[src/rtl/core/assert_macros.svh]
// Assertion macros for the dot product core
`ifndef ASSERT_MACROS_SVH
`define ASSERT_MACROS_SVH

// Implication property, checked on the rising clock edge outside reset
`define ASSERT_IMPL(label, clk, rst_n, ante, cons) \
    label: assert property (@(posedge clk) disable iff (!rst_n) (ante) |-> (cons)) \
        else $error("assertion failed");

// Next-cycle implication property, checked outside reset
`define ASSERT_NEXT(label, clk, rst_n, ante, cons) \
    label: assert property (@(posedge clk) disable iff (!rst_n) (ante) |=> (cons)) \
        else $error("assertion failed");

`endif

[src/rtl/core/sdp_pkg.sv]
// ----------------------------------------------------------------------------
// sdp_pkg
// Shared types, constants and floating-point helpers of the dot product core.
// ----------------------------------------------------------------------------
package sdp_pkg;
    localparam int unsigned ACC_W = 32;
    localparam logic [3:0]  W_BIAS = 4'd8;
    localparam logic [7:0]  NIB_MASK = 8'h0F;
    localparam logic [31:0] CLAMP_MIN_RST = 32'hFF7F_FFFF;
    localparam logic [31:0] CLAMP_MAX_RST = 32'h7F7F_FFFF;

    typedef enum logic [0:0] {
        REG_CLAMP_MIN = 1'b0,
        REG_CLAMP_MAX = 1'b1
    } t_reg_idx;

    typedef enum logic [5:0] {
        ST_ACC  = 6'b000001,
        ST_CONV = 6'b000010,
        ST_MUL1 = 6'b000100,
        ST_MUL2 = 6'b001000,
        ST_CLMP = 6'b010000,
        ST_OUT  = 6'b100000
    } t_state;

    typedef struct packed {
        logic mac;
        logic conv;
        logic mul1;
        logic mul2;
        logic clamp;
        logic clr;
    } t_cmd;

    // IEEE less-than on binary32 patterns, NaN compares false
    function automatic logic f_lt(input logic [31:0] a, input logic [31:0] b);
        logic a_nan;
        logic b_nan;
        logic a_z;
        a_nan = (a[30:23] == 8'hFF) && (a[22:0] != 23'd0);
        b_nan = (b[30:23] == 8'hFF) && (b[22:0] != 23'd0);
        a_z = (a[30:0] == 31'd0) && (b[30:0] == 31'd0);
        if (a_nan || b_nan || a_z) begin
            f_lt = 1'b0;
        end else if (a[31] != b[31]) begin
            f_lt = a[31];
        end else if (a[31]) begin
            f_lt = a[30:0] > b[30:0];
        end else begin
            f_lt = a[30:0] < b[30:0];
        end
    endfunction
endpackage

[src/rtl/core/sdp_if.sv]
// ----------------------------------------------------------------------------
// sdp_if
// Valid/ready channel interfaces for input, result and configuration.
// ----------------------------------------------------------------------------
interface sdp_in_if;
    logic              valid;
    logic              ready;
    logic signed [7:0] act_value;
    logic [7:0]        weight_byte;
    logic              upper_half;
    logic signed [8:0] row_offset;
    logic [31:0]       act_scale_bits;
    logic [31:0]       weight_scale_bits;
    logic              run_end;
    modport source (output valid, act_value, weight_byte, upper_half, row_offset,
                    act_scale_bits, weight_scale_bits, run_end, input ready);
    modport sink (input valid, act_value, weight_byte, upper_half, row_offset,
                  act_scale_bits, weight_scale_bits, run_end, output ready);
endinterface

interface sdp_out_if;
    logic        valid;
    logic        ready;
    logic [31:0] result_bits;
    modport source (output valid, result_bits, input ready);
    modport sink (input valid, result_bits, output ready);
endinterface

interface sdp_cfg_if;
    logic        valid;
    logic        ready;
    logic        index;
    logic [31:0] data;
    modport source (output valid, index, data, input ready);
    modport sink (input valid, index, data, output ready);
endinterface

[src/rtl/core/sdp_fmul.sv]
// ----------------------------------------------------------------------------
// sdp_fmul
// Registered binary32 multiplier, round to nearest even, with subnormals.
// ----------------------------------------------------------------------------
module sdp_fmul
    import sdp_pkg::*;
(
    input  logic        i_clk,
    input  logic        i_en,
    input  logic [31:0] i_a,
    input  logic [31:0] i_b,
    output logic [31:0] o_p
);
    logic [31:0] r_p;
    logic [31:0] n_p;

    always_comb begin
        logic        s;
        logic [7:0]  ea, eb;
        logic [23:0] ma, mb;
        logic        a_inf, b_inf, a_nan, b_nan, a_z, b_z;
        logic [47:0] prod;
        logic [5:0]  lz;
        logic signed [11:0] e;
        logic [47:0] norm;
        logic [7:0]  sh;
        logic [48:0] wide;
        logic        stk;
        logic [24:0] kept;
        logic        g;
        logic        rest;
        logic [24:0] rnd;
        logic [9:0]  eo;
        s = i_a[31] ^ i_b[31];
        ea = i_a[30:23];
        eb = i_b[30:23];
        ma = {(ea != 8'd0), i_a[22:0]};
        mb = {(eb != 8'd0), i_b[22:0]};
        a_nan = (ea == 8'hFF) && (i_a[22:0] != 23'd0);
        b_nan = (eb == 8'hFF) && (i_b[22:0] != 23'd0);
        a_inf = (ea == 8'hFF) && !a_nan;
        b_inf = (eb == 8'hFF) && !b_nan;
        a_z = (i_a[30:0] == 31'd0);
        b_z = (i_b[30:0] == 31'd0);
        prod = ma * mb;
        lz = 6'd0;
        for (int k = 47; k >= 0; k--) begin
            if (prod[k] && lz == 6'd0) begin
                lz = 6'(48 - k);
            end
        end
        // lz holds 1 + leading zero count, 0 when prod is zero
        e = 12'($signed({4'd0, ea}) + $signed({4'd0, eb}) - 12'sd127
            + ((ea == 8'd0) ? 12'sd1 : 12'sd0) + ((eb == 8'd0) ? 12'sd1 : 12'sd0)
            + 12'sd1 - $signed({6'd0, lz}) + 12'sd1);
        // value = prod * 2^(e_raw-... ); normalise leading one to bit 47
        norm = (lz == 6'd0) ? 48'd0 : (prod << (lz - 6'd1));
        if (e < 12'sd1) begin
            sh = (e < -12'sd30) ? 8'd31 : 8'(12'sd1 - e);
            e = 12'sd0;
        end else begin
            sh = 8'd0;
        end
        wide = {norm, 1'b0} >> sh;
        stk = 1'b0;
        for (int k = 0; k < 49; k++) begin
            if (k < 32 && 8'(k) < sh && norm[k]) begin
                stk = 1'b1;
            end
        end
        kept = {1'b0, wide[48:25]};
        g = wide[24];
        rest = (wide[23:0] != 24'd0) || stk;
        rnd = kept + {24'd0, (g && (rest || kept[0]))};
        eo = 10'(e);
        if (e == 12'sd0) begin
            eo = rnd[23] ? 10'd1 : 10'd0;
        end else if (rnd[24]) begin
            eo = 10'(e + 12'sd1);
            rnd = rnd >> 1;
        end
        if (a_nan || b_nan || (a_inf && b_z) || (b_inf && a_z)) begin
            n_p = 32'hFFC0_0000;
        end else if (a_inf || b_inf || (e > 12'sd254) || (eo > 10'd254)) begin
            n_p = {s, 8'hFF, 23'd0};
        end else if (a_z || b_z) begin
            n_p = {s, 31'd0};
        end else begin
            n_p = {s, eo[7:0], rnd[22:0]};
        end
    end

    always_ff @(posedge i_clk) begin
        if (i_en) begin
            r_p <= n_p;
        end
    end

    assign o_p = r_p;
endmodule

[src/rtl/core/sdp_dpath.sv]
// ----------------------------------------------------------------------------
// sdp_dpath
// Accumulator, integer conversion, two scale multiplies and clamp.
// ----------------------------------------------------------------------------
`include "assert_macros.svh"
module sdp_dpath
    import sdp_pkg::*;
(
    input  logic              i_clk,
    input  logic              i_rst_n,
    input  t_cmd              i_cmd,
    input  logic signed [7:0] i_act_value,
    input  logic [7:0]        i_weight_byte,
    input  logic              i_upper_half,
    input  logic signed [8:0] i_row_offset,
    input  logic [31:0]       i_act_scale_bits,
    input  logic [31:0]       i_weight_scale_bits,
    input  logic [31:0]       i_clamp_min,
    input  logic [31:0]       i_clamp_max,
    output logic [31:0]       o_result
);
    logic [ACC_W-1:0] r_acc;
    logic [ACC_W-1:0] n_acc;
    logic [31:0]      r_asc;
    logic [31:0]      r_wsc;
    logic [31:0]      r_fval;
    logic [31:0]      n_fval;
    logic [31:0]      r_res;
    logic [31:0]      n_res;
    logic [31:0]      w_mul_a;
    logic [31:0]      w_mul_b;
    logic [31:0]      w_mul_p;

    always_comb begin
        logic [3:0]         code;
        logic signed [4:0]  w;
        logic signed [9:0]  a;
        logic signed [14:0] p;
        code = i_upper_half ? i_weight_byte[7:4] : 4'(i_weight_byte & NIB_MASK);
        w = $signed({1'b0, code}) - $signed({1'b0, W_BIAS});
        a = 10'(i_act_value) + 10'(i_row_offset);
        p = 15'(a * w);
        n_acc = r_acc + ACC_W'(p);
    end

    always_comb begin
        logic             s;
        logic [ACC_W-1:0] mag;
        logic [5:0]       pos;
        logic [ACC_W-1:0] nm;
        logic [24:0]      kp;
        logic             g;
        logic             st;
        logic [7:0]       ex;
        s = r_acc[ACC_W-1];
        mag = s ? (~r_acc + 1'b1) : r_acc;
        pos = 6'd0;
        for (int k = 0; k < ACC_W; k++) begin
            if (mag[k]) begin
                pos = 6'(k);
            end
        end
        nm = mag << (6'(ACC_W - 1) - pos);
        if (ACC_W > 24) begin
            kp = {1'b0, nm[ACC_W-1 -: 24]};
            g = nm[ACC_W-25];
            st = (ACC_W > 25) ? ((nm << 25) != '0) : 1'b0;
        end else begin
            kp = {1'b0, nm[ACC_W-1 -: 24]};
            g = 1'b0;
            st = 1'b0;
        end
        kp = kp + {24'd0, (g && (st || kp[0]))};
        ex = 8'(pos) + 8'd127;
        if (kp[24]) begin
            kp = kp >> 1;
            ex = ex + 8'd1;
        end
        n_fval = (mag == '0) ? 32'd0 : {s, ex, kp[22:0]};
    end

    assign w_mul_a = i_cmd.mul2 ? w_mul_p : r_fval;
    assign w_mul_b = i_cmd.mul1 ? r_wsc : r_asc;

    sdp_fmul u_fmul (
        .i_clk (i_clk),
        .i_en  (i_cmd.mul1 || i_cmd.mul2),
        .i_a   (w_mul_a),
        .i_b   (w_mul_b),
        .o_p   (w_mul_p)
    );

    always_comb begin
        n_res = w_mul_p;
        if (f_lt(n_res, i_clamp_min)) begin
            n_res = i_clamp_min;
        end
        if (f_lt(i_clamp_max, n_res)) begin
            n_res = i_clamp_max;
        end
    end

    always_ff @(posedge i_clk) begin
        if (!i_rst_n) begin
            r_acc <= '0;
        end else if (i_cmd.clr) begin
            r_acc <= '0;
        end else if (i_cmd.mac) begin
            r_acc <= n_acc;
        end
    end

    always_ff @(posedge i_clk) begin
        if (i_cmd.mac) begin
            r_asc <= i_act_scale_bits;
            r_wsc <= i_weight_scale_bits;
        end
        if (i_cmd.conv) begin
            r_fval <= n_fval;
        end else if (i_cmd.mul2) begin
            r_fval <= w_mul_p;
        end
        if (i_cmd.clamp) begin
            r_res <= n_res;
        end
    end

    assign o_result = r_res;

    `ASSERT_NEXT(a_clr_zero, i_clk, i_rst_n, i_cmd.clr && !i_cmd.mac, r_acc == '0)
    `ASSERT_IMPL(a_one_op, i_clk, i_rst_n, 1'b1,
        $onehot0({i_cmd.mac, i_cmd.conv, i_cmd.mul1, i_cmd.mul2, i_cmd.clamp}))
    `ASSERT_NEXT(a_mac_adds, i_clk, i_rst_n, i_cmd.mac && !i_cmd.clr,
        r_acc == $past(n_acc))
endmodule

[src/rtl/core/sdp_ctrl.sv]
// ----------------------------------------------------------------------------
// sdp_ctrl
// Sequencer: accumulate items, then convert, scale, clamp and deliver.
// ----------------------------------------------------------------------------
`include "assert_macros.svh"
module sdp_ctrl
    import sdp_pkg::*;
(
    input  logic i_clk,
    input  logic i_rst_n,
    input  logic i_in_valid,
    input  logic i_run_end,
    input  logic i_out_ready,
    output logic o_in_ready,
    output logic o_out_valid,
    output t_cmd o_cmd
);
    t_state r_state;
    t_state n_state;
    logic   w_acc;

    assign o_in_ready = (r_state == ST_ACC);
    assign o_out_valid = (r_state == ST_OUT);
    assign w_acc = i_in_valid && o_in_ready;

    always_comb begin
        n_state = r_state;
        o_cmd = '0;
        case (r_state)
            ST_ACC: begin
                o_cmd.mac = w_acc;
                if (w_acc && i_run_end) begin
                    n_state = ST_CONV;
                end
            end
            ST_CONV: begin
                o_cmd.conv = 1'b1;
                o_cmd.clr = 1'b1;
                n_state = ST_MUL1;
            end
            ST_MUL1: begin
                o_cmd.mul1 = 1'b1;
                n_state = ST_MUL2;
            end
            ST_MUL2: begin
                o_cmd.mul2 = 1'b1;
                n_state = ST_CLMP;
            end
            ST_CLMP: begin
                o_cmd.clamp = 1'b1;
                n_state = ST_OUT;
            end
            ST_OUT: begin
                if (i_out_ready) begin
                    n_state = ST_ACC;
                end
            end
            default: n_state = ST_ACC;
        endcase
    end

    always_ff @(posedge i_clk) begin
        if (!i_rst_n) begin
            r_state <= ST_ACC;
        end else begin
            r_state <= n_state;
        end
    end

    `ASSERT_NEXT(a_end_conv, i_clk, i_rst_n, w_acc && i_run_end, r_state == ST_CONV)
    `ASSERT_NEXT(a_out_hold, i_clk, i_rst_n, o_out_valid && !i_out_ready, o_out_valid)
    `ASSERT_IMPL(a_onehot, i_clk, i_rst_n, 1'b1, $onehot(r_state))
endmodule

[src/rtl/core/int8_int4_scaled_dot_product_core.sv]
// ----------------------------------------------------------------------------
// int8_int4_scaled_dot_product_core
// int8 by int4 dot product with binary32 scaling and clamping.
// ----------------------------------------------------------------------------
// Items that do not end a run are taken one per cycle and summed in a 32-bit
// wrapping accumulator. The item with run_end set starts the finish (integer
// to binary32, two multiplies through one shared float multiplier, clamp),
// then the result waits for the sink; no input is taken from that item until
// the result is taken. Clamp registers reset to the largest finite magnitudes.
module int8_int4_scaled_dot_product_core
    import sdp_pkg::*;
(
    input  logic   i_clk,
    input  logic   i_rst_n,
    sdp_in_if.sink   in_ch,
    sdp_out_if.source out_ch,
    sdp_cfg_if.sink  cfg_ch
);
    logic [31:0] r_clamp_min;
    logic [31:0] r_clamp_max;
    t_cmd        w_cmd;

    assign cfg_ch.ready = 1'b1;

    always_ff @(posedge i_clk) begin
        if (!i_rst_n) begin
            r_clamp_min <= CLAMP_MIN_RST;
            r_clamp_max <= CLAMP_MAX_RST;
        end else if (cfg_ch.valid) begin
            case (t_reg_idx'(cfg_ch.index))
                REG_CLAMP_MIN: r_clamp_min <= cfg_ch.data;
                REG_CLAMP_MAX: r_clamp_max <= cfg_ch.data;
                default: ;
            endcase
        end
    end

    sdp_ctrl u_ctrl (
        .i_clk       (i_clk),
        .i_rst_n     (i_rst_n),
        .i_in_valid  (in_ch.valid),
        .i_run_end   (in_ch.run_end),
        .i_out_ready (out_ch.ready),
        .o_in_ready  (in_ch.ready),
        .o_out_valid (out_ch.valid),
        .o_cmd       (w_cmd)
    );

    sdp_dpath u_dpath (
        .i_clk               (i_clk),
        .i_rst_n             (i_rst_n),
        .i_cmd               (w_cmd),
        .i_act_value         (in_ch.act_value),
        .i_weight_byte       (in_ch.weight_byte),
        .i_upper_half        (in_ch.upper_half),
        .i_row_offset        (in_ch.row_offset),
        .i_act_scale_bits    (in_ch.act_scale_bits),
        .i_weight_scale_bits (in_ch.weight_scale_bits),
        .i_clamp_min         (r_clamp_min),
        .i_clamp_max         (r_clamp_max),
        .o_result            (out_ch.result_bits)
    );
endmodule
[src/flat_wrapper.sv]
// flat-port wrapper written by rule: the top's interface ports become plain ports
module int8_int4_scaled_dot_product_core_flat import sdp_pkg::*;
  (i_clk, i_rst_n, in_ch_valid, in_ch_act_value, in_ch_weight_byte, in_ch_upper_half, in_ch_row_offset, in_ch_act_scale_bits, in_ch_weight_scale_bits, in_ch_run_end, in_ch_ready, out_ch_valid, out_ch_result_bits, out_ch_ready, cfg_ch_valid, cfg_ch_index, cfg_ch_data, cfg_ch_ready);
  sdp_in_if in_ch_i ();
  sdp_out_if out_ch_i ();
  sdp_cfg_if cfg_ch_i ();
  input  logic i_clk;
  input  logic i_rst_n;
  input wire logic [$bits(in_ch_i.valid)-1:0] in_ch_valid;
  input wire logic [$bits(in_ch_i.act_value)-1:0] in_ch_act_value;
  input wire logic [$bits(in_ch_i.weight_byte)-1:0] in_ch_weight_byte;
  input wire logic [$bits(in_ch_i.upper_half)-1:0] in_ch_upper_half;
  input wire logic [$bits(in_ch_i.row_offset)-1:0] in_ch_row_offset;
  input wire logic [$bits(in_ch_i.act_scale_bits)-1:0] in_ch_act_scale_bits;
  input wire logic [$bits(in_ch_i.weight_scale_bits)-1:0] in_ch_weight_scale_bits;
  input wire logic [$bits(in_ch_i.run_end)-1:0] in_ch_run_end;
  output wire logic [$bits(in_ch_i.ready)-1:0] in_ch_ready;
  output wire logic [$bits(out_ch_i.valid)-1:0] out_ch_valid;
  output wire logic [$bits(out_ch_i.result_bits)-1:0] out_ch_result_bits;
  input wire logic [$bits(out_ch_i.ready)-1:0] out_ch_ready;
  input wire logic [$bits(cfg_ch_i.valid)-1:0] cfg_ch_valid;
  input wire logic [$bits(cfg_ch_i.index)-1:0] cfg_ch_index;
  input wire logic [$bits(cfg_ch_i.data)-1:0] cfg_ch_data;
  output wire logic [$bits(cfg_ch_i.ready)-1:0] cfg_ch_ready;
  assign in_ch_i.valid = in_ch_valid;
  assign in_ch_i.act_value = in_ch_act_value;
  assign in_ch_i.weight_byte = in_ch_weight_byte;
  assign in_ch_i.upper_half = in_ch_upper_half;
  assign in_ch_i.row_offset = in_ch_row_offset;
  assign in_ch_i.act_scale_bits = in_ch_act_scale_bits;
  assign in_ch_i.weight_scale_bits = in_ch_weight_scale_bits;
  assign in_ch_i.run_end = in_ch_run_end;
  assign in_ch_ready = in_ch_i.ready;
  assign out_ch_valid = out_ch_i.valid;
  assign out_ch_result_bits = out_ch_i.result_bits;
  assign out_ch_i.ready = out_ch_ready;
  assign cfg_ch_i.valid = cfg_ch_valid;
  assign cfg_ch_i.index = cfg_ch_index;
  assign cfg_ch_i.data = cfg_ch_data;
  assign cfg_ch_ready = cfg_ch_i.ready;
  int8_int4_scaled_dot_product_core u_core (.i_clk(i_clk), .i_rst_n(i_rst_n), .in_ch(in_ch_i), .out_ch(out_ch_i), .cfg_ch(cfg_ch_i));
endmodule
[config.mk]
export PLATFORM = sky130hd
export DESIGN_NAME = int8_int4_scaled_dot_product_core_flat
export DESIGN_NICKNAME = d
export VERILOG_FILES = /design/src/rtl/core/sdp_pkg.sv /design/src/rtl/core/sdp_if.sv /design/src/rtl/core/sdp_fmul.sv /design/src/rtl/core/sdp_dpath.sv /design/src/rtl/core/sdp_ctrl.sv /design/src/rtl/core/int8_int4_scaled_dot_product_core.sv /design/src/flat_wrapper.sv
export VERILOG_INCLUDE_DIRS = /design/src /design/src/rtl/core
export SDC_FILE = /design/constraint.sdc
export NUM_CORES = 2
export LEC_CHECK = 0
export ABC_AREA = 1
export CAP_MARGIN = 5
export CORE_MARGIN = 2
export CORE_UTILIZATION = 55
export CTS_BUF_LIST = sky130_fd_sc_hd__clkbuf_4 sky130_fd_sc_hd__clkbuf_8
export CTS_CLUSTER_DIAMETER = 150
export DETAILED_ROUTE_END_ITERATION = 10
export DONT_BUFFER_PORTS = 1
export GPL_ROUTABILITY_DRIVEN = 0
export GPL_TIMING_DRIVEN = 1
export PLACE_DENSITY = 0.69
export SLEW_MARGIN = 20
export SYNTH_ARGS = -nofsm -noshare
export SYNTH_HDL_FRONTEND = slang
export SYNTH_SLANG_ARGS = --single-unit
[constraint.sdc]
create_clock -name i_clk -period 22.4 [get_ports i_clk]
set_input_delay 4.48 -clock i_clk [delete_from_list [all_inputs] [get_ports i_clk]]
set_output_delay 4.48 -clock i_clk [all_outputs]
set_load 0.02 [all_outputs]
=== After elaboration in Yosys (flattened, before gate mapping) ===
Cells that the tools add are included.

* $add $sub $neg: 19
* Multiply operators: 2
* Magnitude comparators: 40
* Equal/unequal tests: 16
* Shifts and indexed selects: 3
* Muxes and demuxes: 148
* Bitwise logic cells: 4
* Reductions and logical operators: 186

{| class="wikitable"
|+ Operator list
! operator !! count
|-
| $mux 6 || 79
|-
| $logic_not 6->1 || 48
|-
| $mux 32 || 7
|-
| $logic_not 31->1 || 6
|-
| $reduce_bool 23->1 || 6
|-
| $lt 5x8->1 const A || 16
|-
| $logic_and 1x1->1 || 95
|-
| $mux 23 || 4
|-
| $lt 4x8->1 const A || 8
|-
| $gt 31x31->1 || 2
|-
| $lt 31x31->1 || 2
|-
| $add 24x1->25 || 2
|-
| $shr 49x8->49 || 1
|-
| $eq 8x8->1 const B || 6
|-
| $mul 24x24->48 || 1
|-
| $mux 1 || 48
|-
| $mux 48 || 1
|-
| $shl 48x6->48 || 1
|-
| $pmux 6 s6 || 1
|-
| $add 32x1->32 const B || 1
|-
| $add 32x32->32 || 1
|-
| $logic_not 32->1 || 1
|-
| $lt 3x8->1 const A || 4
|-
| $not 32->32 || 1
|-
| 46 further kinds || 76
|}

* Flip-flop bits (word level): 262
* Input bits: 129
* Output and inout bits: 35
* Logic and storage cells: 429

=== Depth between registers and ports, before layout ===
* Depth after elaboration: 195
* Depth in mapped cells: 150
* Mapped depth without buffers: 145

=== Hierarchy ===
Synthesis repeated with hierarchy kept, for this count alone.

* Cells, all modules: 7692
* Area, all modules: 52965.8 sq um

{| class="wikitable"
|+ Modules (own cells, without submodules)
! module !! instances !! cells an instance !! area each (sq um) !! seq. area each (sq um)
|-
| sdp_fmul || 1 || 5036 || 34421.8 || 960.9
|-
| sdp_dpath || 1 || 2318 || 15860.2 || 4164.0
|-
| int8_int4_scaled_dot_product_core || 1 || 287 || 2317.2 || 1281.2
|-
| sdp_ctrl || 1 || 51 || 366.6 || 120.1
|}

=== Worst setup path before layout ===
Ideal clock, no wire load.

* Path kind: register to register
* Start point: register u_core.u_ctrl.r_state[4]
* End point: register u_core.u_dpath.u_fmul.r_p[3], in the netlist u_core.u_dpath.u_fmul.o_p[3] (data pin)
* Setup time: 0.262 ns
* Arrival: 19.954 ns
* Required time: 22.138 ns
* Slack: 2.184 ns
* Stages on the path, launching flop included: 135
* Buffers on the path: 8
* Period minus slack after synthesis: 20.216 ns
* Cells stage by stage: dfxtp_1 > nor2_1 > inv_1 > nor4_1 > clkinv_1 > clkbuf_1 > clkbuf_1 > o21ai_1 > clkinv_1 > clkbuf_1 > nand2_1 > fa_1 > fa_1 > fa_1 > inv_1 > fa_1 > fa_1 > fa_1 > (+99 left out) > nand3_1 > nand2_1 > inv_1 > nor2_2 > ha_1 > nand2_2 > nor2_4 > nand3_4 > nor2_4 > buf_8 > nor2_1 > a21oi_1 > nand3_2 > nor2_4 > nor2_4 > nand3_4 > buf_12 > nor2_4

* Cells in the longest elaborated chain, start to end: 195
* Elaborated cells between the ends (all ways): 305
* Classes of those cells: 11 x add/sub; 1 x mul; 36 x order compare; 4 x eq/ne; 2 x shift; 95 x mux; 156 x reduce/logical

{| class="wikitable"
|+ Ends and longest elaborated chain
! element !! line !! text
|-
| from (decl) || sdp_ctrl.sv:18 || <nowiki>t_state r_state;</nowiki>
|-
| from (signal assigned) || sdp_ctrl.sv:66 || <nowiki>r_state <= n_state;</nowiki>
|-
| $eq 6x4->1 or $eq 6x3->1 (tied branches) || sdp_ctrl.sv:29 || <nowiki>case (r_state)</nowiki>
|-
| $mux 1 || sdp_ctrl.sv:29 ||
|-
| $mux 32, on equally long branches || - ||
|-
| $reduce_bool 8->1, on equally long branches || sdp_fmul.sv:37, sdp_fmul.sv:38 ||
|-
| $mul 24x24->48 || sdp_fmul.sv:45 || <nowiki>prod = ma * mb;</nowiki>
|-
| $mux 1 || sdp_fmul.sv:48 || <nowiki>if (prod[k] && lz == 6'd0) begin</nowiki>
|-
| $logic_not 6->1 || sdp_fmul.sv:48 ||
|-
| $logic_and 1x1->1 || sdp_fmul.sv:48 ||
|-
| (+179 left out) || - ||
|-
| $logic_or 1x1->1 || sdp_fmul.sv:74 || <nowiki>rnd = kept + {24'd0, (g && (rest || kept[0]))};</nowiki>
|-
| $logic_and 1x1->1 || sdp_fmul.sv:74 ||
|-
| $add 24x1->25 || sdp_fmul.sv:74 ||
|-
| $mux 10 or $mux 1 (tied branches) || sdp_fmul.sv:78, sdp_fmul.sv:77 ||
|-
| $mux 10 || sdp_fmul.sv:76 || <nowiki>if (e == 12'sd0) begin</nowiki>
|-
| $gt 10x8->1 || sdp_fmul.sv:84 || <nowiki>end else if (a_inf || b_inf || (e > 12'sd254) || (eo > 10'd254)) begin</nowiki>
|-
| $logic_or 1x1->1 || sdp_fmul.sv:84 ||
|-
| $reduce_or 3->1 (no line) || - ||
|-
| to (signal assigned) || sdp_fmul.sv:95 || <nowiki>r_p <= n_p;</nowiki>
|-
| to (decl) || sdp_fmul.sv:14 || <nowiki>logic [31:0] r_p;</nowiki>
|}

Several ways; a longest one is shown, not always the timed one.
A chain may end at the register's enable or synchronous reset.

=== Worst setup path in the final report ===
* Start point: register u_core.u_ctrl.r_state[1]
* End point: register u_core.u_dpath.u_fmul.r_p[20], in the netlist u_core.u_dpath.u_fmul.o_p[20] (data pin)

The elaborated chain is that of the path after synthesis.

==> results.ini <==
[detailed_routing]
routed_via_density = 5.85
drtIter0Drc = 5654
drc = 0
drtPass1Iterations = 6
wire_per_inst_um = 19.8
totalWireLength_mm = 165
ant_nets = 0
num_vias = 48734

[logic_synthesis]
synth.distinct_cells = 85
ys_seq_area_share_pct = 13.1
yosys.area.top_type = fa_1
ys_top_cells_by_count = 1507 x nand2_1, 1203 x inv_1, 706 x nand3_1
synth_flop_cell = dfxtp_1
synth_most_common_cell = nand2_1
synth_enable_flop_cells = 128
postSynth.asyncResetShare_pct = 0
ys_ff_latch = 262
syn_area_per_cell_um2 = 7.05
netlist_area_mm2 = 0.0499
synthTopCellsByArea = fa_1 21%, nand2_1 11%, inv_1 9.0%, ha_1 8.4%, edfxtp_1 7.7%
synth_top_area_share_pct = 20.8
yosys_warnings = 0
synth_cells = 7086
synth_nets = 8068

[clock_tree]
cts.path.max_buffers = 3
htreeDepth = 2
cts_sinks = 262
cts_tree = built
cts_buffers = 51
insertion_delay_ns = 0.69
clkTransAtPathRegs_ns = 0.06
cts-root-buf = clkbuf_8

[setup_path]
critPathLaunchType = flip-flop
rr_worst_depth = 135
r2r_slack_ns = 0.98
slowest_stage = fa_1
crit_path_end_kind = flip-flop
r2r_end = u_core.u_dpath.u_fmul.o_p[20]
crit_path_max_incr_delay_ns = 0.59
cp.arrival_ns = 21.94
worst-setup-path-type = reg -> reg
crit_path_end = u_core.u_dpath.u_fmul.o_p[20]
critPathMaxFanout = 8
timing.rr.start = u_core.u_ctrl.r_state[1]
critPathLaunch = u_core.u_ctrl.r_state[1]
crit_required_ns = 22.92

[placed_design]
hpwl_mm = 131
placed_cell_area_mm2 = 0.0508
portBuffers = 0

[global_routing]
overflow = 0
grtUsageTotal_pct = 34.4
grt_max_degree = 68
grt_pass1_wl_mm = 255
grt_pass1_vias = 45828
grt_antenna_before_repair = 1

[run_status]
status = finished, final reports clean

[sta]
hold_violations = 0
tns_ns = 0
fmax_ghz = 0.0467
period_share_pct = 95.6
holdWs_ns = 0.485
fin_crit_ns = 21.42
max_slew_margin_pct = 28.6
setup_viol = 0
finClkSkew_ns = 0.0518
max_slew.worst_pin.slew_ns = 1.07
slew_viol_final = 0

[finish]
syn2layout_area_growth_pct = 8.51
post-route-util_pct = 60.2
drive_above_1_share_pct = 13.4
nets = 8087
final_area_mm2 = 0.0542

[floorplan]
fp.coreArea_mm2 = 0.0900
num_rows = 110
die_w_um = 305
die-area_mm2 = 0.0932
dieHeight_um = 305
ios = 164
start_util_pct = 55.5

[flow_run]
cap_viol_max_count = 0

[worst_hold_path]
hp-class = reg -> reg

metrics by stage:
step           setup slack (ns)  cells
2_1_floorplan              2.18   7086
3_3_place_gp             -0.235   8114
3_5_place_dp              -1.04   8114
4_1_cts                  0.0405   8214
5_1_grt                  -0.344   8323
6_report                  0.981   8324
cell families after synthesis:
group / synth area share (%)
compound gates: 9.39
xor+xnor: 3.03
fa+ha+maj: 29.2
buf+inv: 12.9
flops: 13.1
mux: 0.160
other cells: 0.00751
simple gates: 32.3
how the worst min path moves through the flow:
stage                                 startpoint                     end  slack [ns]  cells past startpoint
final                     u_core.r_clamp_max[31]  u_core.r_clamp_max[31]        0.49                      2
after global routing      u_core.r_clamp_max[31]  u_core.r_clamp_max[31]        0.52                      2
after CTS                 u_core.r_clamp_max[31]  u_core.r_clamp_max[31]        0.48                      2
after floorplan           u_core.r_clamp_max[31]  u_core.r_clamp_max[31]        0.45                      2
after global placement    u_core.r_clamp_max[31]  u_core.r_clamp_max[31]        0.46                      2
after detailed placement  u_core.r_clamp_max[31]  u_core.r_clamp_max[31]        0.47                      2
placed cells by master (no fill, tap or decap), drive strengths merged, types with 4 or more instances in the layout:
master,count
ha,334
o221ai,8
nor4,53
nor3,62
o211ai,57
buf,232
clkinvlp,29
and2,7
a31oi,16
edfxtp,128
or2,63
nand4,110
inv,1234
xor2,123
o32ai,11
o22ai,17
nand3,808
o31ai,6
mux2i,8
nor3b,4
o2111ai,4
dfxtp,134
o21ai,349
bufinv,6
a21o,7
a21oi,274
fa,519
xnor2,50
a211oi,9
nand3b,8
nand2,1608
nor2,709
clkbuf,75
o21bai,31
o21a,6
clkinv,24
flip-flops by register name (all words and copies together) (netlist names):
signal and flops:
u_core.r_clamp_max 32, u_core.r_clamp_min 32, u_core.u_dpath.o_result 32, u_core.u_dpath.r_acc 32
u_core.u_dpath.r_asc 32, u_core.u_dpath.r_fval 32, u_core.u_dpath.r_wsc 32, u_core.u_dpath.u_fmul.o_p 32
u_core.u_ctrl.r_state 6
routing by layer:
layer | wire length, um | global-route usage, %
met1 | 66700 | 47.4
met2 | 71400 | 53.2
met3 | 17700 | 6.50
met4 | 8860 | 13.9
met5 | 0 | 0
worst max-delay path, delay by kind of cell, from the launching register on:
family          cells  cell delay (ns)
mux                 1             0.27
flops               1             0.36
fa+ha+maj          13             5.69
buf+inv            20             2.21
xor+xnor            1             0.24
compound gates     14             2.00
simple gates       86            10.43
final cells by class:
cell class	count	area, um^2
antenna	2	5.00
inverter	1269	4880
sequential	262	6530
fill	8336	35800
clock inverter	20	282
tap	1176	1470
timing repair buffer	233	2040
clock buffer	74	906
multi-input combinational	5284	38000
timing repair inverter	4	30.0
timing repair:
action,CTS,global route
hold buffers,0,0
setup endpoints to repair,31,31
setup buffers,4,101
cloned,2,8
pin swaps,1,66
resized for setup,10,269
Power is left out: the tool's default activity adds up to more than one toggle a clock period on the data nets, which glitch-free logic cannot reach.
